### config.mk
export PLATFORM = sky130hd
export DESIGN_NAME = trcdg_front
export DESIGN_NICKNAME = d
export VERILOG_FILES = /design/src/rtl/core/tile_row_copy_descriptor_generator_macros.svh /design/src/rtl/core/trcdg_pkg.sv /design/src/rtl/core/trcdg_front.sv
export SDC_FILE = /design/constraint.sdc
export NUM_CORES = 2
export LEC_CHECK = 0
export ABC_CLOCK_PERIOD_IN_PS = 10750
export BUFFER_PORTS_ARGS = -buffer_cell sky130_fd_sc_hd__buf_2
export CAP_MARGIN = 20
export CORE_MARGIN = 2
export CORE_UTILIZATION = 45
export DETAILED_ROUTE_END_ITERATION = 6
export GPL_TIMING_DRIVEN = 0
export PLACE_DENSITY = 0.68
export SLEW_MARGIN = 20
export SYNTH_ARGS = -nofsm -noshare
export SYNTH_HDL_FRONTEND = slang
export SYNTH_SLANG_ARGS = --single-unit
### constraint.sdc
create_clock -name clock -period 10.75 [get_ports clock]
set_input_delay 2.15 -clock clock [delete_from_list [all_inputs] [get_ports clock]]
set_output_delay 2.15 -clock clock [all_outputs]
set_load 0.03 [all_outputs]
### src/rtl/core/tile_row_copy_descriptor_generator_macros.svh
// Assertion macros for the tile row copy descriptor generator.
// Used by the top level; relies on signals named clock and reset in scope.
`ifndef TILE_ROW_COPY_DESCRIPTOR_GENERATOR_MACROS_SVH
`define TILE_ROW_COPY_DESCRIPTOR_GENERATOR_MACROS_SVH

// The consequent must hold in the same cycle as the antecedent.
`define TRCDG_ASSERT_SAME(label, ante, cons, msg) \
   label: assert property (@(posedge clock) disable iff (reset) (ante) |-> (cons)) \
      else $error(msg);

// The consequent must hold in the cycle after the antecedent.
`define TRCDG_ASSERT_NEXT(label, ante, cons, msg) \
   label: assert property (@(posedge clock) disable iff (reset) (ante) |=> (cons)) \
      else $error(msg);

`endif

### src/rtl/core/trcdg_pkg.sv
// Shared types, constants and helper functions for the tile row copy descriptor generator.
// No dependencies; imported by every module of the block.
package trcdg_pkg;

   // Build-time geometry.
   localparam int CHANNELS    = 1;
   localparam int TILE_PLANES = 1;

   // Field and internal widths.
   localparam int SRC_W      = 48;
   localparam int COPY_W     = 18;
   localparam int DST_W      = 24;
   localparam int FROW_W     = 20;
   localparam int FPLANE_W   = 18;
   localparam int ROW_CNT_W  = 4;
   localparam int PLANE_CNT_W = 2;
   localparam int TH_W       = 5;
   localparam int SHIFT_W    = 2;
   localparam int FCOL_W     = 34;
   localparam int TH_MAX     = 16;

   // Queue between the front and back parts.
   localparam int QUEUE_DEPTH = 2;
   localparam int QUEUE_AW    = 1;

   // Configuration register indexes.
   localparam logic [2:0] REG_SAMPLE_TYPE  = 3'd0;
   localparam logic [2:0] REG_IMAGE_WIDTH  = 3'd1;
   localparam logic [2:0] REG_IMAGE_HEIGHT = 3'd2;
   localparam logic [2:0] REG_IMAGE_PLANES = 3'd3;
   localparam logic [2:0] REG_ROW_STRIDE   = 3'd4;
   localparam logic [2:0] REG_PLANE_STRIDE = 3'd5;
   localparam logic [2:0] REG_TILE_WIDTH   = 3'd6;
   localparam logic [2:0] REG_TILE_HEIGHT  = 3'd7;

   // Sample encodings.
   localparam logic [2:0] ST_U8  = 3'd0;
   localparam logic [2:0] ST_U16 = 3'd1;
   localparam logic [2:0] ST_I8  = 3'd2;
   localparam logic [2:0] ST_I16 = 3'd3;
   localparam logic [2:0] ST_F32 = 3'd4;
   localparam logic [2:0] ST_U10 = 3'd5;
   localparam logic [2:0] ST_U12 = 3'd6;
   localparam logic [2:0] ST_U14 = 3'd7;

   typedef struct packed {
      logic [2:0]  sample_type;
      logic [15:0] image_width;
      logic [15:0] image_height;
      logic [15:0] image_planes;
      logic [31:0] row_stride;
      logic [31:0] plane_stride;
      logic [15:0] tile_span;
      logic [4:0]  tile_height;
   } cfg_type;

   // One tile request, fully classified by the front part.
   typedef struct packed {
      logic [SRC_W-1:0]    base;
      logic [FROW_W-1:0]   frow0;
      logic [FPLANE_W-1:0] fplane0;
      logic [COPY_W-1:0]   copy_bytes;
      logic [DST_W-1:0]    row_bytes;
      logic [TH_W-1:0]     rows;
      logic [SHIFT_W-1:0]  shift;
   } job_type;

   // One copy descriptor.
   typedef struct packed {
      logic [SRC_W-1:0]  src_byte_offset;
      logic [COPY_W-1:0] copy_bytes;
      logic [DST_W-1:0]  dst_byte_offset;
      logic              region_valid;
      logic              last_row;
   } desc_type;

   // Log2 of the bytes per sample for an encoding.
   function automatic logic [SHIFT_W-1:0] bps_shift(input logic [2:0] st);
      logic [SHIFT_W-1:0] sh;
      unique case (st) inside
         ST_U8, ST_I8: begin
            sh = 2'd0;
         end
         ST_F32: begin
            sh = 2'd2;
         end
         ST_U16, ST_I16, ST_U10, ST_U12, ST_U14: begin
            sh = 2'd1;
         end
         default: begin
            sh = 2'd1;
         end
      endcase
      return sh;
   endfunction

   // Tile height saturated to the largest supported value.
   function automatic logic [TH_W-1:0] sat_height(input logic [4:0] th);
      logic [TH_W-1:0] r;
      r = (th > TH_W'(TH_MAX)) ? TH_W'(TH_MAX) : th;
      return r;
   endfunction

endpackage

### src/rtl/core/trcdg_front.sv
// Front part: accepts tile requests and works out the per-request base values.
// Depends on trcdg_pkg; feeds trcdg_queue.
module trcdg_front
   import trcdg_pkg::*;
(
   input  logic        clock,
   input  logic        reset,
   input  cfg_type     cfg,
   input  logic        req_valid,
   output logic        req_ready,
   input  logic [15:0] col_idx,
   input  logic [15:0] row_idx,
   input  logic [15:0] plane_idx,
   output logic        push,
   output job_type     push_job,
   input  logic        q_full
);

   localparam logic [2:0] S_IDLE  = 3'd0;
   localparam logic [2:0] S_MUL   = 3'd1;
   localparam logic [2:0] S_SCALE = 3'd2;
   localparam logic [2:0] S_SUM   = 3'd3;
   localparam logic [2:0] S_PUSH  = 3'd4;

   logic [2:0]          state_ff, state_in;
   logic [15:0]         tcol_ff, trow_ff, tplane_ff;
   logic [31:0]         p1_ff;
   logic [FROW_W-1:0]   frow0_ff;
   logic [FPLANE_W-1:0] fplane0_ff;
   logic [FCOL_W-1:0]   fcol_ff;
   logic [SRC_W-1:0]    rterm_ff, pterm_ff, sum_ff;
   logic [COPY_W-1:0]   copy_ff;
   logic [DST_W-1:0]    row_bytes_ff;

   logic [TH_W-1:0]     th;
   logic [SHIFT_W-1:0]  shift;
   logic [20:0]         frow_prod;
   logic [51:0]         rprod;
   logic [49:0]         pprod;
   logic [16:0]         end_sum, end_clip, diff;
   logic                col_inside;
   logic [19:0]         tw_ch;

   assign th    = sat_height(cfg.tile_height);
   assign shift = bps_shift(cfg.sample_type);

   // Products for the first and second multiply steps.
   assign frow_prod = 21'(trow_ff) * 21'(th);
   assign rprod     = 52'(frow0_ff) * 52'(cfg.row_stride);
   assign pprod     = 50'(fplane0_ff) * 50'(cfg.plane_stride);

   // Width clip at the right image edge; zero when the column starts at or beyond it.
   assign col_inside = fcol_ff < FCOL_W'(cfg.image_width);
   assign end_sum    = 17'(fcol_ff[15:0]) + 17'(cfg.tile_span);
   assign end_clip   = (end_sum > 17'(cfg.image_width)) ? 17'(cfg.image_width) : end_sum;
   assign diff       = end_clip - 17'(fcol_ff[15:0]);
   assign tw_ch      = 20'(cfg.tile_span) * 20'(CHANNELS);

   assign req_ready = (state_ff == S_IDLE);
   assign push      = (state_ff == S_PUSH) && (th != '0) && !q_full;

   always_comb begin
      push_job            = '0;
      push_job.base       = sum_ff + pterm_ff;
      push_job.frow0      = frow0_ff;
      push_job.fplane0    = fplane0_ff;
      push_job.copy_bytes = copy_ff;
      push_job.row_bytes  = row_bytes_ff;
      push_job.rows       = th;
      push_job.shift      = shift;
   end

   // Request sequencer.
   always_comb begin
      state_in = state_ff;
      unique case (state_ff)
         S_IDLE: begin
            if (req_valid) state_in = S_MUL;
         end
         S_MUL: begin
            state_in = S_SCALE;
         end
         S_SCALE: begin
            state_in = S_SUM;
         end
         S_SUM: begin
            state_in = S_PUSH;
         end
         S_PUSH: begin
            if (th == '0 || !q_full) state_in = S_IDLE;
         end
         default: begin
            state_in = S_IDLE;
         end
      endcase
   end

   always_ff @(posedge clock) begin
      if (reset) begin
         state_ff <= S_IDLE;
      end else begin
         state_ff <= state_in;
      end
   end

   // Datapath registers, one step of arithmetic per state.
   always_ff @(posedge clock) begin
      if (state_ff == S_IDLE && req_valid) begin
         tcol_ff   <= col_idx;
         trow_ff   <= row_idx;
         tplane_ff <= plane_idx;
      end
      if (state_ff == S_MUL) begin
         p1_ff      <= 32'(tcol_ff) * 32'(cfg.tile_span);
         frow0_ff   <= frow_prod[FROW_W-1:0];
         fplane0_ff <= FPLANE_W'(18'(tplane_ff) * 18'(TILE_PLANES));
      end
      if (state_ff == S_SCALE) begin
         fcol_ff  <= FCOL_W'(p1_ff) * FCOL_W'(CHANNELS);
         rterm_ff <= rprod[SRC_W-1:0];
         pterm_ff <= pprod[SRC_W-1:0];
      end
      if (state_ff == S_SUM) begin
         sum_ff       <= SRC_W'(fcol_ff) + rterm_ff;
         copy_ff      <= col_inside ? (COPY_W'(diff) << shift) : '0;
         row_bytes_ff <= DST_W'(tw_ch) << shift;
      end
   end

endmodule

Word-level counts from Yosys, hierarchy flattened
Cells that the tools add are included.

$add $sub $neg: 4. Multipliers: 4. Divide/modulo/power cells: 0. $lt $le $gt $ge: 3. Equality and inequality tests: 8. Shift-type cells: 2. Muxes and demuxes: 6. Bitwise gates (word level): 0. Reductions and logical operators: 11.

Operator list (number): 32-bit by 48-bit adder with 48-bit output (1); 48-bit adder (1); 16-bit by 32-bit multiplier with 48-bit output (1); 20-bit by 32-bit multiplier with 48-bit output (1); 32-bit by 16-bit < comparator with 1-bit output (1); 16-bit by 16-bit multiplier with 32-bit output (1); 16-bit by 2-bit << shifter with 24-bit output (1); 16-bit by 5-bit multiplier with 20-bit output (1); 17-bit by 2-bit << shifter with 18-bit output (1); 16-bit by 16-bit adder with 17-bit output (1); 17-bit by 16-bit > comparator with 1-bit output (1); 17-bit 2-to-1 mux (1); 17-bit by 16-bit subtractor with 17-bit output (1); 3-bit one-hot mux with 5 select lines (1); 3-bit by 2-bit == test with 1-bit output (second input constant) (3); 3-bit == test (second input constant) (2); 3-bit zero test (2); 3-bit 2-to-1 mux (2); 5-bit > comparator (second input constant) (1); 5-bit zero test (1); 5-bit 2-to-1 mux (1); 5-bit nonzero test (1); 2-bit one-hot mux with 2 select lines (1); 3-bit by 1-bit == test with 1-bit output (second input constant) (1); 7 further kinds (9).

Bits in registers: 337. Bits in latches: 0. Memory bits (writable): 0. Memory bits (read-only): 0. Input bits: 188. Output and inout port bits: 137. Word-level logic and storage cells: 51. Memories: 0.

Logic depth before layout (Yosys ltp)
Depth in word-level cells: 6. Depth in mapped cells: 31. Mapped depth without buffers: 30.

Worst setup path after synthesis
OpenSTA, ideal clock, no wires.

Path type: reg-to-reg. Start: register state_ff[2]. End: register fcol_ff[0], enable pin. Arrival time: 9136 ps. Data required time: 9975 ps. Slack: 839 ps. Cell stages (with the launch flop): 3. Clock period less this slack: 9911 ps. Path through: dfxtp_1 -> clkbuf_1 -> nor3_1.

Cells in the longest elaborated chain, start to end: 1.

RTL lines: start: declaration (RTL line trcdg_front.sv:25) `logic [2:0] state_ff, state_in;`; start signal: assignment (RTL line trcdg_front.sv:102) `state_ff <= state_in;`; 3-bit by 2-bit == test with 1-bit output (RTL line trcdg_front.sv:118) `if (state_ff == S_SCALE) begin`; end signal: assignment (RTL line trcdg_front.sv:119) `fcol_ff <= FCOL_W'(p1_ff) * FCOL_W'(CHANNELS);`; end: declaration (RTL line trcdg_front.sv:30) `logic [FCOL_W-1:0] fcol_ff;`.

Every way passes these cells. A chain may end at the register's enable or synchronous reset.

Worst setup path after layout
Start: input cfg[61] (netlist bit). End: register rterm_ff[44] (data pin).

Cells in the longest elaborated chain, start to end: 1.

RTL lines: start: declaration (RTL line trcdg_front.sv:8) `input cfg_type cfg,`; 20-bit by 32-bit multiplier with 48-bit output (RTL line trcdg_front.sv:49) `assign rprod = 52'(frow0_ff) * 52'(cfg.row_stride);`; named net rprod[44] (RTL line trcdg_front.sv:38) `logic [51:0] rprod;`; end signal: assignment (RTL line trcdg_front.sv:120) `rterm_ff <= rprod[SRC_W-1:0];`; end: declaration (RTL line trcdg_front.sv:31) `logic [SRC_W-1:0] rterm_ff, pterm_ff, sum_ff;`.

The timed path passes the listed nets, and every way through them passes these cells.

==> out/qor.yml <==
outcome:
  run_status: "finished clean"
timing:
  final.period_utilization: 0.868
  finalWorstPathRequiredPeriod_ns: 9.33
  max-slew-margin-rel: 0.311
  setup_violations: 0
  drv_slew: 0
  timing.fmax_mhz: 107
  worst_slew_pin_slew_ns: 1.03
  fin_worst_skew_ns: 0.0646
  final-hold-violation-count: 0
  rsz_0062_raised_after_global_routing: "no"
placement:
  buffer_ports.inserted: 256
  place_congestion: 0.970
  dp_wirelength_um: 155000
synth:
  synth-edff-count: 329
  synth_async_sr_flop_share: 0
  synthFlopType: "sky130_fd_sc_hd__edfxtp_1"
  syn_area_um2: 63800
  synth.yosys.seq_area_share: 0.156
  netlist_instances: 6750
  yosys_warnings: 0
  post_synth_main_area_contributors: "sky130_fd_sc_hd__fa_1 37%, sky130_fd_sc_hd__edfxtp_1 15%, sky130_fd_sc_hd__ha_1 10%"
  synth_seq_cells: 332
  synth_top_cell_area_share: 0.373
  netlist.top_cell.by_area: "sky130_fd_sc_hd__fa_1"
  syn_avg_cell_area_um2: 9.45
  ys_types: 82
cts:
  clock_insertion_delay_worst_skew_ns: 0.68
  cts_root_buf: "sky130_fd_sc_hd__clkbuf_16"
  tritoncts: "yes"
  ctsResizeCount: 0
  cts.htree.levels: 2
  cts.sink_count: 332
  post_cts.repair.setup_buffers: 0
  cts.path.max_buffers: 3
  clk_pin_slew_worst_paths_ns: 0.07
  cts-buffers-inserted: 44
  quantity_of_hold_fixing_buffers_added_after_cts: 0
drt:
  route.detailed.vias_per_inst: 5.30
  drt.antenna.violating_nets: 0
  count_of_tritonroute_iterations_in_the_first_routing_pass: 6
  finalWirelength_um: 186000
  detail_route.wl_per_cell_um: 20.6
  remaining_drc_errors: 0
  first_iter_violations: 3650
  via_count: 47900
cells_and_area:
  final_core_util: 0.491
  area_growth_syn_to_layout_pct: 8.64
  finalNetCount: 8994
  final_cell_mix: "1340 x sky130_fd_sc_hd__inv_1, 1188 x sky130_fd_sc_hd__fa_1, 996 x sky130_fd_sc_hd__nand2_1"
  layout.cells.most_common: "sky130_fd_sc_hd__inv_1"
  drive_gt1_frac: 0.0578
worst_hold_path:
  holdPathStages: 0
  worstHoldPathType: "flip-flop to flip-flop"
  timing.hold.worst.start: "p1_ff[10]"
  worst_hold_path.endpoint: "fcol_ff[10]"
critical_path:
  worstRegToRegCells: 25
  critical_path_sink_type: "flip-flop"
  worst_ep_required_time_ns: 11.13
  ff2ff_setup_slack_ns: 2.19
  r2r-start: "frow0_ff[18]"
  worstSetupPathType: "input port to flip-flop"
  worst_r2r_endpoint: "rterm_ff[44]"
  cp-start-kind: "input port"
  worst_ep_arrival_time_ns: 9.71
  timing.critical_path.fanout_max: 10
grt:
  via_count_of_the_first_global_routing_pass: 51000
  grt_max_degree: 33
  grt_pass1_wl_um: 293000
  gr-usage-all-layers: 0.262
  antenna_found_initial: 19
  globalRoute.totalOverflow: 0
die:
  die_height_um: 380
  ioPinCount: 325
  rows: 138
  coreArea_um2: 141000
  overall_die_area_um2: 145000
  initial_core_util: 0.452
  die_width_um: 380
run:
  max-cap-violations: 0
-- layer usage --
layer / track usage / up-vias / wire [um]
met1: 0.343 / 24000 / 76400
met3: 0.0568 / 358 / 16100
met2: 0.426 / 1926 / 86100
met4: 0.0990 / 2 / 7800
li1: - / 21600 / -
met5: 0 / - / 13
-- per-stage QoR --
step | std cells | TNS, ns | setup WS [ns] | cell area (um2) | hold slack, ns
final | 9030 | 0 | 1.42 | 69300 | 0.413
after global routing | 9028 | 0 | 1.08 | 69300 | 0.424
after CTS | 9013 | 0 | 1.55 | 69200 | 0.412
after detailed placement | 8931 | 0 | 0.862 | 67800 | 0.405
after global placement | 8903 | -439.71 | -3.44 | 67400 | 0.402
after floorplan | 6757 | 0 | 0.839 | 63800 | 0.400
-- worst max-delay path, cell delays in order --
cell                       delay [ns]
sky130_fd_sc_hd__clkbuf_1        0.61
sky130_fd_sc_hd__and2_1          0.25
sky130_fd_sc_hd__fa_1            0.44
sky130_fd_sc_hd__fa_1            0.53
sky130_fd_sc_hd__inv_1           0.06
sky130_fd_sc_hd__fa_1            0.49
sky130_fd_sc_hd__inv_1           0.07
sky130_fd_sc_hd__fa_1            0.51
sky130_fd_sc_hd__inv_1           0.06
sky130_fd_sc_hd__fa_1            0.54
sky130_fd_sc_hd__inv_1           0.05
sky130_fd_sc_hd__fa_1            0.48
sky130_fd_sc_hd__inv_1           0.05
sky130_fd_sc_hd__fa_1            0.47
sky130_fd_sc_hd__inv_1           0.04
sky130_fd_sc_hd__ha_1            0.37
sky130_fd_sc_hd__and3_1          0.20
sky130_fd_sc_hd__and2_1          0.17
sky130_fd_sc_hd__nand4_1         0.10
sky130_fd_sc_hd__o211ai_1        0.43
sky130_fd_sc_hd__a21o_1          0.30
sky130_fd_sc_hd__a311o_1         0.27
sky130_fd_sc_hd__a31oi_2         0.16
sky130_fd_sc_hd__o31ai_1         0.63
sky130_fd_sc_hd__or4_1           0.20
sky130_fd_sc_hd__nand4_1         0.08
-- final cells by class --
cell class	count	area, um2
fill	13200	71800
multi-input combinational	4786	47700
sequential	332	9940
inverter	1340	5030
tap	1890	2360
timing repair buffer	284	1590
buffer	299	1150
clock buffer	54	1140
clock inverter	28	328
antenna	17	42.5
-- worst max path at each step --
stage | start | endpoint | slack (ns)
4_1_cts | cfg[61] | rterm_ff[43] | 1.55
2_1_floorplan | state_ff[2] | fcol_ff[0] | 0.84
5_1_grt | cfg[61] | rterm_ff[44] | 1.08
3_5_place_dp | cfg[61] | rterm_ff[43] | 0.86
3_3_place_gp | state_ff[1] | pterm_ff[46] | -3.44
6_report | cfg[61] | rterm_ff[44] | 1.42
-- cell usage after synthesis, types with 46 or more instances --
cell type and number:
sky130_fd_sc_hd__and2_1 641, sky130_fd_sc_hd__o21ai_0 107, sky130_fd_sc_hd__a21o_1 115, sky130_fd_sc_hd__ha_1 531
sky130_fd_sc_hd__inv_1 1340, sky130_fd_sc_hd__nor2_1 152, sky130_fd_sc_hd__fa_1 1188, sky130_fd_sc_hd__nand2_1 996
sky130_fd_sc_hd__nand3_1 46, sky130_fd_sc_hd__xnor2_1 165, sky130_fd_sc_hd__edfxtp_1 329, sky130_fd_sc_hd__a21oi_1 212
sky130_fd_sc_hd__clkbuf_1 289, sky130_fd_sc_hd__xor2_1 79
-- cell families after synthesis --
group | Yosys count | share of synthesized area
buffers and inverters | 1639 | 0.0969
AO/OA/AOI/OAI | 713 | 0.0740
XOR/XNOR | 244 | 0.0335
adder cells (fa/ha/maj) | 1719 | 0.477
AND/OR/NAND/NOR | 2078 | 0.158
other | 1 | 0.0000588
multiplexers | 24 | 0.00447
flip-flops | 332 | 0.156
-- flip-flops by register name, summed over array words and instances (netlist names) --
name / flops
frow0_ff: 20
tcol_ff: 16
copy_ff: 18
fcol_ff: 32
row_bytes_ff: 19
rterm_ff: 48
sum_ff: 48
fplane0_ff: 16
tplane_ff: 16
trow_ff: 16
state_ff: 3
pterm_ff: 48
p1_ff: 32
Power is left out: the tool's default activity adds up to more than one toggle a clock period on the data nets, which glitch-free logic cannot reach.
