## src/rtl/core/tile_row_copy_descriptor_generator_macros.svh

```systemverilog
// Assertion macros for the tile row copy descriptor generator.
// Used by the top level; relies on signals named clock and reset in scope.
`ifndef TILE_ROW_COPY_DESCRIPTOR_GENERATOR_MACROS_SVH
`define TILE_ROW_COPY_DESCRIPTOR_GENERATOR_MACROS_SVH

// The consequent must hold in the same cycle as the antecedent.
`define TRCDG_ASSERT_SAME(label, ante, cons, msg) \
   label: assert property (@(posedge clock) disable iff (reset) (ante) |-> (cons)) \
      else $error(msg);

// The consequent must hold in the cycle after the antecedent.
`define TRCDG_ASSERT_NEXT(label, ante, cons, msg) \
   label: assert property (@(posedge clock) disable iff (reset) (ante) |=> (cons)) \
      else $error(msg);

`endif

```

## src/rtl/core/trcdg_pkg.sv

```systemverilog
// Shared types, constants and helper functions for the tile row copy descriptor generator.
// No dependencies; imported by every module of the block.
package trcdg_pkg;

   // Build-time geometry.
   localparam int CHANNELS    = 1;
   localparam int TILE_PLANES = 1;

   // Field and internal widths.
   localparam int SRC_W      = 48;
   localparam int COPY_W     = 18;
   localparam int DST_W      = 24;
   localparam int FROW_W     = 20;
   localparam int FPLANE_W   = 18;
   localparam int ROW_CNT_W  = 4;
   localparam int PLANE_CNT_W = 2;
   localparam int TH_W       = 5;
   localparam int SHIFT_W    = 2;
   localparam int FCOL_W     = 34;
   localparam int TH_MAX     = 16;

   // Queue between the front and back parts.
   localparam int QUEUE_DEPTH = 2;
   localparam int QUEUE_AW    = 1;

   // Configuration register indexes.
   localparam logic [2:0] REG_SAMPLE_TYPE  = 3'd0;
   localparam logic [2:0] REG_IMAGE_WIDTH  = 3'd1;
   localparam logic [2:0] REG_IMAGE_HEIGHT = 3'd2;
   localparam logic [2:0] REG_IMAGE_PLANES = 3'd3;
   localparam logic [2:0] REG_ROW_STRIDE   = 3'd4;
   localparam logic [2:0] REG_PLANE_STRIDE = 3'd5;
   localparam logic [2:0] REG_TILE_WIDTH   = 3'd6;
   localparam logic [2:0] REG_TILE_HEIGHT  = 3'd7;

   // Sample encodings.
   localparam logic [2:0] ST_U8  = 3'd0;
   localparam logic [2:0] ST_U16 = 3'd1;
   localparam logic [2:0] ST_I8  = 3'd2;
   localparam logic [2:0] ST_I16 = 3'd3;
   localparam logic [2:0] ST_F32 = 3'd4;
   localparam logic [2:0] ST_U10 = 3'd5;
   localparam logic [2:0] ST_U12 = 3'd6;
   localparam logic [2:0] ST_U14 = 3'd7;

   typedef struct packed {
      logic [2:0]  sample_type;
      logic [15:0] image_width;
      logic [15:0] image_height;
      logic [15:0] image_planes;
      logic [31:0] row_stride;
      logic [31:0] plane_stride;
      logic [15:0] tile_span;
      logic [4:0]  tile_height;
   } cfg_type;

   // One tile request, fully classified by the front part.
   typedef struct packed {
      logic [SRC_W-1:0]    base;
      logic [FROW_W-1:0]   frow0;
      logic [FPLANE_W-1:0] fplane0;
      logic [COPY_W-1:0]   copy_bytes;
      logic [DST_W-1:0]    row_bytes;
      logic [TH_W-1:0]     rows;
      logic [SHIFT_W-1:0]  shift;
   } job_type;

   // One copy descriptor.
   typedef struct packed {
      logic [SRC_W-1:0]  src_byte_offset;
      logic [COPY_W-1:0] copy_bytes;
      logic [DST_W-1:0]  dst_byte_offset;
      logic              region_valid;
      logic              last_row;
   } desc_type;

   // Log2 of the bytes per sample for an encoding.
   function automatic logic [SHIFT_W-1:0] bps_shift(input logic [2:0] st);
      logic [SHIFT_W-1:0] sh;
      unique case (st) inside
         ST_U8, ST_I8: begin
            sh = 2'd0;
         end
         ST_F32: begin
            sh = 2'd2;
         end
         ST_U16, ST_I16, ST_U10, ST_U12, ST_U14: begin
            sh = 2'd1;
         end
         default: begin
            sh = 2'd1;
         end
      endcase
      return sh;
   endfunction

   // Tile height saturated to the largest supported value.
   function automatic logic [TH_W-1:0] sat_height(input logic [4:0] th);
      logic [TH_W-1:0] r;
      r = (th > TH_W'(TH_MAX)) ? TH_W'(TH_MAX) : th;
      return r;
   endfunction

endpackage

```

## src/rtl/core/trcdg_queue.sv

```systemverilog
// Two-entry queue of classified tile requests between the front and back parts.
// Depends on trcdg_pkg.
module trcdg_queue
   import trcdg_pkg::*;
(
   input  logic    clock,
   input  logic    reset,
   input  logic    push,
   input  job_type push_job,
   output logic    full,
   input  logic    pop,
   output logic    pop_valid,
   output job_type pop_job
);

   job_type             mem_ff [QUEUE_DEPTH];
   logic [QUEUE_AW-1:0] wr_ptr_ff, rd_ptr_ff;
   logic [QUEUE_AW:0]   count_ff;

   assign full      = (count_ff == (QUEUE_AW+1)'(QUEUE_DEPTH));
   assign pop_valid = (count_ff != '0);
   assign pop_job   = mem_ff[rd_ptr_ff];

   // Pointers and fill count.
   always_ff @(posedge clock) begin
      if (reset) begin
         wr_ptr_ff <= '0;
         rd_ptr_ff <= '0;
         count_ff  <= '0;
      end else begin
         if (push) wr_ptr_ff <= wr_ptr_ff + 1'b1;
         if (pop)  rd_ptr_ff <= rd_ptr_ff + 1'b1;
         if (push && !pop) begin
            count_ff <= count_ff + 1'b1;
         end else if (pop && !push) begin
            count_ff <= count_ff - 1'b1;
         end
      end
   end

   // Entry storage.
   always_ff @(posedge clock) begin
      if (push) mem_ff[wr_ptr_ff] <= push_job;
   end

endmodule

```

## config.mk

```make
export PLATFORM = sky130hd
export DESIGN_NAME = trcdg_queue
export DESIGN_NICKNAME = d
export VERILOG_FILES = /design/src/rtl/core/tile_row_copy_descriptor_generator_macros.svh /design/src/rtl/core/trcdg_pkg.sv /design/src/rtl/core/trcdg_queue.sv
export SDC_FILE = /design/constraint.sdc
export NUM_CORES = 1
export LEC_CHECK = 0
export ABC_CLOCK_PERIOD_IN_PS = 14250
export BUFFER_PORTS_ARGS = -buffer_cell sky130_fd_sc_hd__buf_2
export CAP_MARGIN = 25
export CORE_ASPECT_RATIO = 0.9
export CORE_MARGIN = 8
export CORE_UTILIZATION = 38
export DETAILED_ROUTE_END_ITERATION = 8
export PLACE_DENSITY = 0.64
export SYNTH_ARGS = -nofsm -noshare
export SYNTH_HDL_FRONTEND = slang
export SYNTH_SLANG_ARGS = --single-unit
export TNS_END_PERCENT = 5
```

## constraint.sdc

```tcl
create_clock -name clock -period 14.25 [get_ports clock]
set_input_delay 2.1375 -clock clock [delete_from_list [all_inputs] [get_ports clock]]
set_output_delay 2.1375 -clock clock [all_outputs]
set_load 0.03 [all_outputs]
```

; ---- Yosys cells after proc, flatten, opt, wreduce, memory -nomap -nowiden
; Memory sizes are Yosys's and may differ from the RTL's. A register that Yosys moved wholly into a read port is not among the register bits.
; Cells that the tools add are included.
; W data, S select, Z words.
[op_classes]
add_sub_neg = 4
multipliers = 0
div = 0
order_cmp = 0
eq_ne = 1
shifts = 0
n_mux = 6
bitwise_logic = 0
reduce_logical = 6
[op_table]
columns = cell, count
row1 = $mux W1, 4
row2 = $mux W2, 2
row3 = $reduce_bool A2 Y1, 2
row4 = $add A1 B1 Y1 const B, 2
row5 = $add A2 B1 Y2 const B, 1
row6 = $eq A2 B2 Y1 const B, 1
row7 = $logic_and A1 B1 Y1, 2
row8 = $logic_not A1 Y1, 2
row9 = $sub A2 B1 Y2 const B, 1
[word_totals]
ff_bits = 4
latch_bits = 0
ramBits = 270
mem_bits_ro = 0
in_bits = 139
out_inout_bits = 137
elab_cells = 21
n_memories = 1
[mem_list]
columns = memory, depth, width, read_ports, rd_clocked_by_memory_dff, write_ports, line_no
row1 = mem_ff, 2, 135, 1, 1, 1, trcdg_queue.sv:16  ; job_type mem_ff [QUEUE_DEPTH];

; ---- Depth between registers and ports, before layout
; Gate-level depths: netlist of the first run.
[logic_depth]
ltp_word = 4
depth_mapped = 5

; ---- Worst setup path before layout of the first run
; OpenSTA, ideal clock, no wires.
[synth_path]
path_kind = input-to-reg
start = input push
end = memory mem_ff[0][0] in the netlist's numbering, enable pin
t_arrival_ns = 7.985
slack_ns = 5.618
cell_stages = 1
path_cell_list = nor2b_1
[synth_between]
elab_chain_cells = 2
[synth_lines]
columns = item, line_no
row1 = "start, declared", trcdg_queue.sv:8  ; input logic push,
row2 = $mux W1, trcdg_queue.sv:43  ; if (push) mem_ff[wr_ptr_ff] <= push_job;
row3 = $mux W1 (implied by the code), trcdg_queue.sv:43
row4 = "end, declared", trcdg_queue.sv:16
; Every way passes these cells.

==> flow_metrics.tcl, run 1 <==
set metrics [dict create \
    outcome "completed" \
    startpoint_type "register" \
    setup_tns_ns 0 \
    antenna_found_initial 3 \
    synthTopCellsByArea "edfxtp_1, mux2_2, mux2_4" \
    synth_edf_count 270 \
    coreArea_um2 26100 \
    power_frac_seq_pct 49.5 \
    cp_max_fo 50 \
    grt_pass1_wl_um 30500 \
    cts.sinks 275 \
    peakVddDrop_mv 0.111 \
    finalNetCount 878 \
    fmax_mhz 209 \
    h-tree-depth 1 \
    p_sw_w 0.000463 \
    postSynth.asyncResetShare_pct 0 \
    synthToLayoutAreaGrowth_pct 26.6 \
    min_period_ns 4.79 \
    arrival_ns 2.65 \
    power_w 0.00194 \
    synthMostInstantiatedCell "edfxtp_1" \
    clkLatencyLatePin_ns 0.53 \
    ys_ff_latch 275 \
    grt_pass1_vias 5420 \
    grt_max_degree 77 \
    synth_cell_types 17 \
    ant_nets 0 \
    tightest_slew_ns 1.02 \
    drc_errors 0 \
    yosys-top-cells-count "edfxtp_1, mux2_2, mux2_4, buf_2, buf_6" \
    grt_usage_pct 11.8 \
    avgSynthCellArea_um2 22.9 \
    num_rows 56 \
    maxSlewHeadroom_pct 32.2 \
    p_sw_share_pct 23.9 \
    cts-root-buf "clkbuf_16" \
    leakage_nw 4.90 \
    overflow 0 \
    clk_path_buf_depth 3 \
    finalMaxSlewViolations 0 \
    period_share_pct 33.6 \
    gp_congestion 0.679 \
    start_util_pct 38.8 \
    syn_area_um2 10100 \
    postCtsSetupBuffers 0 \
    ys_warn_count 0 \
    skew_ns 0.0220 \
    internal_power_w 0.00148 \
    vias 5069 \
    viasPerCell 4.57 \
    cts_buffers 28 \
    synth_ff_type "edfxtp_1" \
    cts_tree "yes" \
    setup_violations 0 \
    ctsResizeCount 0 \
    firstDrtPassIters 4 \
    yosys.area.top_type "edfxtp_1" \
    maxCapViolCount 0 \
    crit_type "reg -> out" \
    cts.clk_slew.worst_paths_ns 0.06 \
    pwr-share-comb_pct 13.8 \
    routedWlPerCell_um 18.2 \
    fin_area_um2 12800 \
    synth-seq-area-share_pct 80.9 \
    hold_viol_final 0 \
    hpwl_um 13600 \
    cts_hold_buf 0 \
    drive_above_1_share_pct 60.7 \
    drt_iter0_markers 290 \
    synth_top_area_share_pct 79.9 \
    p_clk_share_pct 36.7 \
    crit_path_end_kind "primary output" \
    synth_nets 582 \
    dieArea_um2 32200 \
    die_height_um 171 \
    synth_cells 442 \
    rsz0062_at_grt "no" \
    ios 276 \
    io_buffers 275 \
    totalWireLength_um 20200 \
    dieWidth_um 188 \
    hold_class "reg -> reg" \
    placed_area_um2 11900 \
    p_per_area_nw_per_um2 151 \
    cp.required_ns 12.11 \
]
worst max-delay path: stages, from the launching register on:
cell     delay [ns]
dfxtp_4        0.67
buf_4          0.80
mux2_2         0.42
buf_2          0.18
layer usage:
metal | track usage (%) | part of all wire [%] | vias to the layer above
met3 | 4.66 | 8.8 | 32
met4 | 2.84 | 1.9 | 4
li1 | - | - | 2352
met1 | 15.0 | 43 | 2482
met5 | 0 | 0.12 | -
met2 | 19.0 | 46 | 199
cell usage in the layout (no fill, tap or decap), types with 2 or more instances in the layout:
master	instances
clkbuf_1	7
bufinv_16	2
mux2_2	85
buf_2	275
dfxtp_1	4
edfxtp_1	270
xor2_1	2
mux2_4	50
xnor2_1	2
clkinv_2	4
diode_2	2
clkbuf_16	29
nor2_1	4
clkinv_1	4
buf_4	5
clkbuf_8	5
per-stage QoR:
step	hold slack [ns]	setup WS, ns	util, %	cells
detailed placement	0.496	9.84	45.5	1055
finish	0.506	9.46	49.1	1110
global placement	0.480	9.84	45.5	1055
global route	0.558	9.30	49.1	1109
CTS	0.510	9.37	49.0	1107
floorplan	0.456	5.62	-	442
power groups by stage:
stage          clock network, W  registers, W  logic, W
2_1_floorplan                 0      0.000978  0.000191
3_3_place_gp                  0      0.000975  0.000270
3_5_place_dp                  0      0.000977  0.000271
4_1_cts                0.000734      0.000961  0.000272
5_1_grt                0.000765      0.000964  0.000285
6_report               0.000712      0.000960  0.000268
cell type report:
| type | instances | area [um^2] |
|---|---|---|
| inverters | 1 | 3.75 |
| clock inverters | 11 | 104 |
| diodes | 2 | 5.00 |
| clock buffers | 41 | 821 |
| multi-input cells | 151 | 1820 |
| repair buffers | 281 | 1440 |
| flip-flops and latches | 275 | 8210 |
| fillers | 2205 | 13300 |
| well taps | 348 | 435 |
registers in the layout (all words and copies together), names as in the netlist, named ones only:
name,count
count_ff,2
mem_ff,270
wr_ptr_ff,1
rd_ptr_ff,1
final timing paths:
check	from	to	slack, ns	cells past startpoint
max reg2reg	wr_ptr_ff$_SDFFE_PP0P_	mem_ff[1][74]$_DFFE_PP_	11.95	3
min	count_ff[1]$_SDFFE_PP0P_	count_ff[1]$_SDFFE_PP0P_	0.51	2
max	register	pop_job[114]	9.46	3
min reg2reg	count_ff[1]$_SDFFE_PP0P_	count_ff[1]$_SDFFE_PP0P_	0.51	2
cells by family (layout without fill, tap and decap cells):
| family | Yosys count | in the layout | synth area share [%] |
|---|---|---|---|
| DFF | 275 | 275 | 80.9 |
| AOI/OAI and AO/OA | 2 | 2 | 0.0986 |
| other | 0 | 2 | 0 |
| xor gates and xnor gates | 4 | 4 | 0.345 |
| adders and majority gates | 1 | 1 | 0.123 |
| and+or+nand+nor | 9 | 9 | 0.457 |
| muxes | 135 | 135 | 16.8 |
| buffers and inverters | 16 | 334 | 1.21 |
Note: power is estimated with default switching activity, not from simulation.
==> run 2: changes to the inputs <==
--- a/config.mk
+++ b/config.mk
@@ -5,7 +5,7 @@
 export SDC_FILE = /design/constraint.sdc
 export NUM_CORES = 1
 export LEC_CHECK = 0
-export ABC_CLOCK_PERIOD_IN_PS = 14250
+export ABC_CLOCK_PERIOD_IN_PS = 4450
 export BUFFER_PORTS_ARGS = -buffer_cell sky130_fd_sc_hd__buf_2
 export CAP_MARGIN = 25
 export CORE_ASPECT_RATIO = 0.9
==> constraint.sdc (replaced) <==
create_clock -name clock -period 4.45 [get_ports clock]
set_input_delay 0.6675 -clock clock [delete_from_list [all_inputs] [get_ports clock]]
set_output_delay 0.6675 -clock clock [all_outputs]
set_load 0.03 [all_outputs]
==> run 2 against run 1 <==
Effect of this change:
- count of clock-buffer cells in the layout decreased by 2
- sequential power increased to 3.2 times the previous value
- register-to-register slack got worse by 9.4 ns
- routed wire length increased by 5.2%
- core utilization increased by 0.077 points
- design area increased by 0.16%
- combinational power increased to 3.2 times the previous value
- cell count unchanged
- clock power increased to 3.2 times the previous value
- worst setup slack got worse by 8.1 ns
- via count increased by 1.2%
==> flow_metrics.tcl, run 2 (same netlist as run 1, synthesis figures left out) <==
set metrics [dict create \
    setup_violations 0 \
    arrival_ns 2.43 \
    top_regs "mem_ff x270, count_ff x2" \
    outcome "completed" \
    finalMaxSlewViolations 0 \
    vias 5129 \
    reg2reg_from "wr_ptr_ff$_SDFFE_PP0P_" \
    register_area_um2 8210 \
    multi_input_area_um2 1820 \
    p_per_area_nw_per_um2 485 \
    cp.required_ns 3.78 \
    grt_pass1_vias 5543 \
    peakVddDrop_mv 0.279 \
    drc_errors 0 \
    hpwl_um 14100 \
    leakage_nw 4.91 \
    die_height_um 171 \
    cts_hold_buf 0 \
    gp_congestion 0.713 \
    min_period_ns 3.10 \
    cp_max_fo 56 \
    regMostFlops "mem_ff" \
    maxSlewHeadroom_pct 46.2 \
    grt_pass1_wl_um 31900 \
    hold_viol_final 0 \
    maxCapViolCount 0 \
    clk_path_buf_depth 3 \
    ant_nets 0 \
    mostFrequentLayoutCell "buf_2" \
    critPathSlowestCell "dfxtp_4" \
    io_buffers 275 \
    hold_class "in -> reg" \
    layout_common_cells "buf_2, edfxtp_1, mux2_2" \
    cts.clk_slew.worst_paths_ns 0.06 \
    dp_slack_ns 1.87 \
    totalWireLength_um 21300 \
    crit_chain "buf_12 -> mux2_2 -> buf_2" \
    crit_path_end_kind "primary output" \
    postCtsSetupBuffers 0 \
    synthToLayoutAreaGrowth_pct 26.8 \
    num_rows 56 \
    r2r_setup_slack_ns 2.58 \
    finalNetCount 878 \
    cts_tree "yes" \
    routedWlPerCell_um 19.1 \
    grt_max_degree 136 \
    skew_ns 0.0126 \
    worst_slack_ns 1.35 \
    clkLatencyLatePin_ns 0.53 \
    setup_tns_ns 0 \
    startpoint_type "register" \
    rsz0062_at_grt "no" \
    drive_above_1_share_pct 60.8 \
    grt_usage_pct 12.6 \
    tightest_slew_ns 0.807 \
    dieWidth_um 188 \
    cts.sinks 275 \
    fmax_mhz 323 \
    period_share_pct 69.6 \
    h-tree-depth 1 \
    drt_iter0_markers 244 \
    slowest_delay_ns 0.85 \
    overflow 0 \
    coreArea_um2 26100 \
    dieArea_um2 32200 \
    r2r_cells 2 \
    largest_register_ffs 270 \
    cts-root-buf "clkbuf_16" \
    firstDrtPassIters 4 \
    crit_type "reg -> out" \
    viasPerCell 4.62 \
    ctsResizeCount 0 \
    fillers 2183 \
    start_util_pct 38.8 \
    r2r-end "mem_ff[1][41]$_DFFE_PP_" \
    endpoint "pop_job[134]" \
    cts_buffers 29 \
    ios 276 \
    antenna_found_initial 4 \
]
run 2: worst min path at each step:
stage / from / endpoint / slack (ns) / cells past startpoint
2_1_floorplan: count_ff[1]$_SDFFE_PP0P_ / count_ff[1]$_SDFFE_PP0P_ / 0.46 / 2
3_3_place_gp: count_ff[1]$_SDFFE_PP0P_ / count_ff[1]$_SDFFE_PP0P_ / 0.49 / 2
3_5_place_dp: count_ff[1]$_SDFFE_PP0P_ / count_ff[1]$_SDFFE_PP0P_ / 0.50 / 2
4_1_cts: push_job[124] / mem_ff[1][124]$_DFFE_PP_ / 0.28 / 1
5_1_grt: push_job[54] / mem_ff[1][54]$_DFFE_PP_ / 0.29 / 1
6_report: push_job[20] / mem_ff[1][20]$_DFFE_PP_ / 0.32 / 1
run 2: per-stage QoR:
step	instance area [um^2]	total power [W]	hold WS, ns	cells	utilization, %
after floorplan	10100	0.00373	0.456	442	-
after global placement	11900	0.00400	0.488	1055	45.7
after detailed placement	11900	0.00401	0.498	1055	45.7
after CTS	12900	0.00633	0.285	1108	49.2
after global routing	12900	0.00647	0.285	1109	49.2
final	12900	0.00623	0.317	1110	49.2
run 2: area by class of cell:
class                   count  share of cell area, %
diodes                      2                 0.0389
clock buffers              39                   6.24
clock inverters            14                  0.924
inverters                   1                 0.0292
multi-input cells         151                   14.2
flip-flops and latches    275                   63.8
well taps                 348                   3.38
repair buffers            280                   11.4
run 2: power breakdown:
group	internal, W	switching, W	total [W]	leakage [nW]
Combinational	0.000319	0.000538	0.000857	1.87
Sequential	0.00303	0.0000575	0.00308	2.58
Clock	0.00137	0.000920	0.00229	0.460
run 2: metal layers:
layer / wire length [um] / vias up / GRT usage [%]
li1: - / 2357 / -
met4: 423 / 6 / 3.56
met5: 40 / - / 0
met2: 10000 / 211 / 20.0
met1: 8830 / 2519 / 15.8
met3: 1920 / 36 / 4.92
run 2: worst max-delay path, delay by kind of cell (launching register included):
kind	cells	cell delay [ns]
buf+inv	2	0.53
mux	1	0.39
flops	1	0.85
==> run 3: changes to the inputs <==
--- a/config.mk
+++ b/config.mk
@@ -5,7 +5,8 @@
 export SDC_FILE = /design/constraint.sdc
 export NUM_CORES = 1
 export LEC_CHECK = 0
-export ABC_CLOCK_PERIOD_IN_PS = 4450
+export ABC_AREA = 1
+export ABC_CLOCK_PERIOD_IN_PS = 3100
 export BUFFER_PORTS_ARGS = -buffer_cell sky130_fd_sc_hd__buf_2
 export CAP_MARGIN = 25
 export CORE_ASPECT_RATIO = 0.9
==> constraint.sdc (replaced) <==
create_clock -name clock -period 3.1 [get_ports clock]
set_input_delay 0.465 -clock clock [delete_from_list [all_inputs] [get_ports clock]]
set_output_delay 0.465 -clock clock [all_outputs]
set_load 0.03 [all_outputs]
==> run 3 against run 2 <==
Effect of this change:
- global-route usage decreased by 0.068 points
- sequential power rose by 42%
- cell count is 1.4% higher
- core utilization is essentially flat
- combinational power increased by 38%
- non-clock buffer count grew 7
- routed wire length is essentially flat
- critical path depth unchanged
- sequential cell count is the same
- count of clock-buffer cells in the layout is 2 lower
- total power increased by 38%
- sequential share of layout area shrank 0.15 points
==> flow_metrics.tcl, run 3 <==
set metrics [dict create \
    firstDrtPassIters 4 \
    coreArea_um2 26200 \
    cts.clk_slew.worst_paths_ns 0.06 \
    synth_edf_count 270 \
    synth_cell_types 16 \
    fmax_mhz 385 \
    grt_pass1_wl_um 31700 \
    hold_viol_final 0 \
    synth_cells 453 \
    maxSlewHeadroom_pct 57.3 \
    p_clk_share_pct 35.5 \
    pwr-share-comb_pct 13.8 \
    layout_common_cells "buf_2, edfxtp_1, mux2_2" \
    h-tree-depth 1 \
    grt_max_degree 59 \
    clkLatencyLatePin_ns 0.52 \
    cts-root-buf "clkbuf_16" \
    syn_area_um2 10200 \
    vias 5150 \
    startpoint_type "register" \
    cts_tree "yes" \
    rsz0062_at_grt "no" \
    met2_length_um 9690 \
    start_util_pct 38.8 \
    drc_errors 0 \
    ant_nets 0 \
    gp_congestion 0.722 \
    top_regs "mem_ff x270, count_ff x2" \
    p_sw_share_pct 24.4 \
    postSynth.asyncResetShare_pct 0 \
    avgSynthCellArea_um2 22.4 \
    totalWireLength_um 21300 \
    crit_type "reg -> out" \
    drt_iter0_markers 214 \
    maxCapViolCount 0 \
    crit_path_end_kind "primary output" \
    worst_slack_ns 0.504 \
    setup_violations 0 \
    cts_hold_buf 0 \
    ys_ff_latch 275 \
    largest_register_ffs 270 \
    yosys.area.top_type "edfxtp_1" \
    synthTopCellsByArea "edfxtp_1, mux2_2, mux2_4" \
    synth_ff_type "edfxtp_1" \
    yosys-top-cells-count "edfxtp_1, mux2_2, mux2_4, inv_1, buf_2" \
    routedWlPerCell_um 18.9 \
    regMostFlops "mem_ff" \
    grt_usage_pct 12.5 \
    cp.required_ns 2.63 \
    hold_class "in -> reg" \
    wl_met3_um 1920 \
    dp_slack_ns 1.01 \
    postCtsSetupBuffers 0 \
    internal_power_w 0.00650 \
    peakVddDrop_mv 0.366 \
    num_rows 56 \
    antenna_found_initial 4 \
    min_period_ns 2.60 \
    clk_path_buf_depth 3 \
    tightest_slew_ns 0.639 \
    p_per_area_nw_per_um2 667 \
    arrival_ns 2.13 \
    synth_top_area_share_pct 79.8 \
    p_sw_w 0.00210 \
    dieWidth_um 188 \
    ys_warn_count 0 \
    met1_length_um 9150 \
    fillers 2212 \
    outcome "completed" \
    mostFrequentLayoutCell "buf_2" \
    power_frac_seq_pct 50.8 \
    period_share_pct 83.7 \
    synth_nets 593 \
    synthMostInstantiatedCell "edfxtp_1" \
    io_buffers 275 \
    dieArea_um2 32200 \
    hpwl_um 14800 \
    ios 276 \
    cp_max_fo 33 \
    skew_ns 0.00897 \
    finalMaxSlewViolations 0 \
    top_layer_used "met5" \
    cts.sinks 275 \
    synthToLayoutAreaGrowth_pct 26.9 \
    overflow 0 \
    cts_buffers 28 \
    final_core_util_pct 49.2 \
    viasPerCell 4.57 \
    leakage_nw 4.95 \
    grt_pass1_vias 5567 \
    synth-seq-area-share_pct 80.8 \
    ctsResizeCount 0 \
    die_height_um 171 \
    finalNetCount 895 \
    drive_above_1_share_pct 60.0 \
]
==> run 3: worst paths after layout <==
| kind | from | to | slack (ns) | depth (start not counted) |
|---|---|---|---|---|
| setup / recovery | register | pop_job[5] | 0.50 | 3 |
| hold / removal | push_job[64] | mem_ff[0][64]$_DFFE_PP_ | 0.12 | 1 |
| setup reg to reg | wr_ptr_ff$_SDFFE_PP0P_ | mem_ff[0][77]$_DFFE_PP_ | 1.45 | 2 |
| hold reg to reg | rd_ptr_ff$_SDFFE_PP0P_ | register | 0.52 | 2 |
==> run 3: power groups by stage <==
stage / logic (W) / clock network [W] / registers [W]
global route: 0.00126 / 0.00328 / 0.00439
floorplan: 0.000828 / 0 / 0.00443
CTS: 0.00121 / 0.00315 / 0.00437
global placement: 0.00119 / 0 / 0.00445
finish: 0.00118 / 0.00305 / 0.00437
detailed placement: 0.00120 / 0 / 0.00445
==> run 3: cell type report <==
cell class / instances / area, um^2 / share of cell area, %
clock buffers: 37 / 776 / 6.02
clock inverters: 15 / 68.8 / 0.534
repair buffers: 287 / 1550 / 12.1
diodes: 1 / 2.50 / 0.0194
inverters: 9 / 38.8 / 0.301
well taps: 348 / 435 / 3.38
flip-flops and latches: 275 / 8210 / 63.7
multi-input cells: 154 / 1810 / 14.0
==> run 3: layer usage <==
metal  GRT usage (%)  vias to the layer above
met5               0                        -
met4            3.60                        6
li1                -                     2392
met1            15.7                     2491
met3            4.54                       36
met2            20.2                      225
==> run 3: cells by family (layout without fill, tap and decap cells) <==
| family | Yosys count | in the layout | share of synthesized area [%] |
|---|---|---|---|
| flip-flops | 275 | 275 | 80.8 |
| multiplexers | 135 | 135 | 16.8 |
| buffers and inverters | 24 | 348 | 1.50 |
| AND/OR/NAND/NOR | 15 | 15 | 0.603 |
| AO/OA/AOI/OAI | 2 | 2 | 0.0984 |
| adder cells (fa/ha/maj) | 1 | 1 | 0.123 |
| XOR/XNOR | 1 | 1 | 0.0862 |
| other | 0 | 1 | 0 |
==> run 3: metrics by stage <==
step	instances	TNS [ns]	hold slack (ns)	power (W)	instance area, um^2
3_3_place_gp	1073	0	0.496	0.00564	12000
3_5_place_dp	1073	0	0.500	0.00565	12000
6_report	1126	0	0.122	0.00861	12900
2_1_floorplan	453	-71.95	0.480	0.00526	10200
5_1_grt	1125	0	0.0952	0.00893	12900
4_1_cts	1125	0	0.0900	0.00874	12900
==> run 3: critical path, stage by stage (launching register included) <==
cell and delay [ns]:
dfxtp_4 0.73, buf_12 0.28, mux2_2 0.38, buf_2 0.18
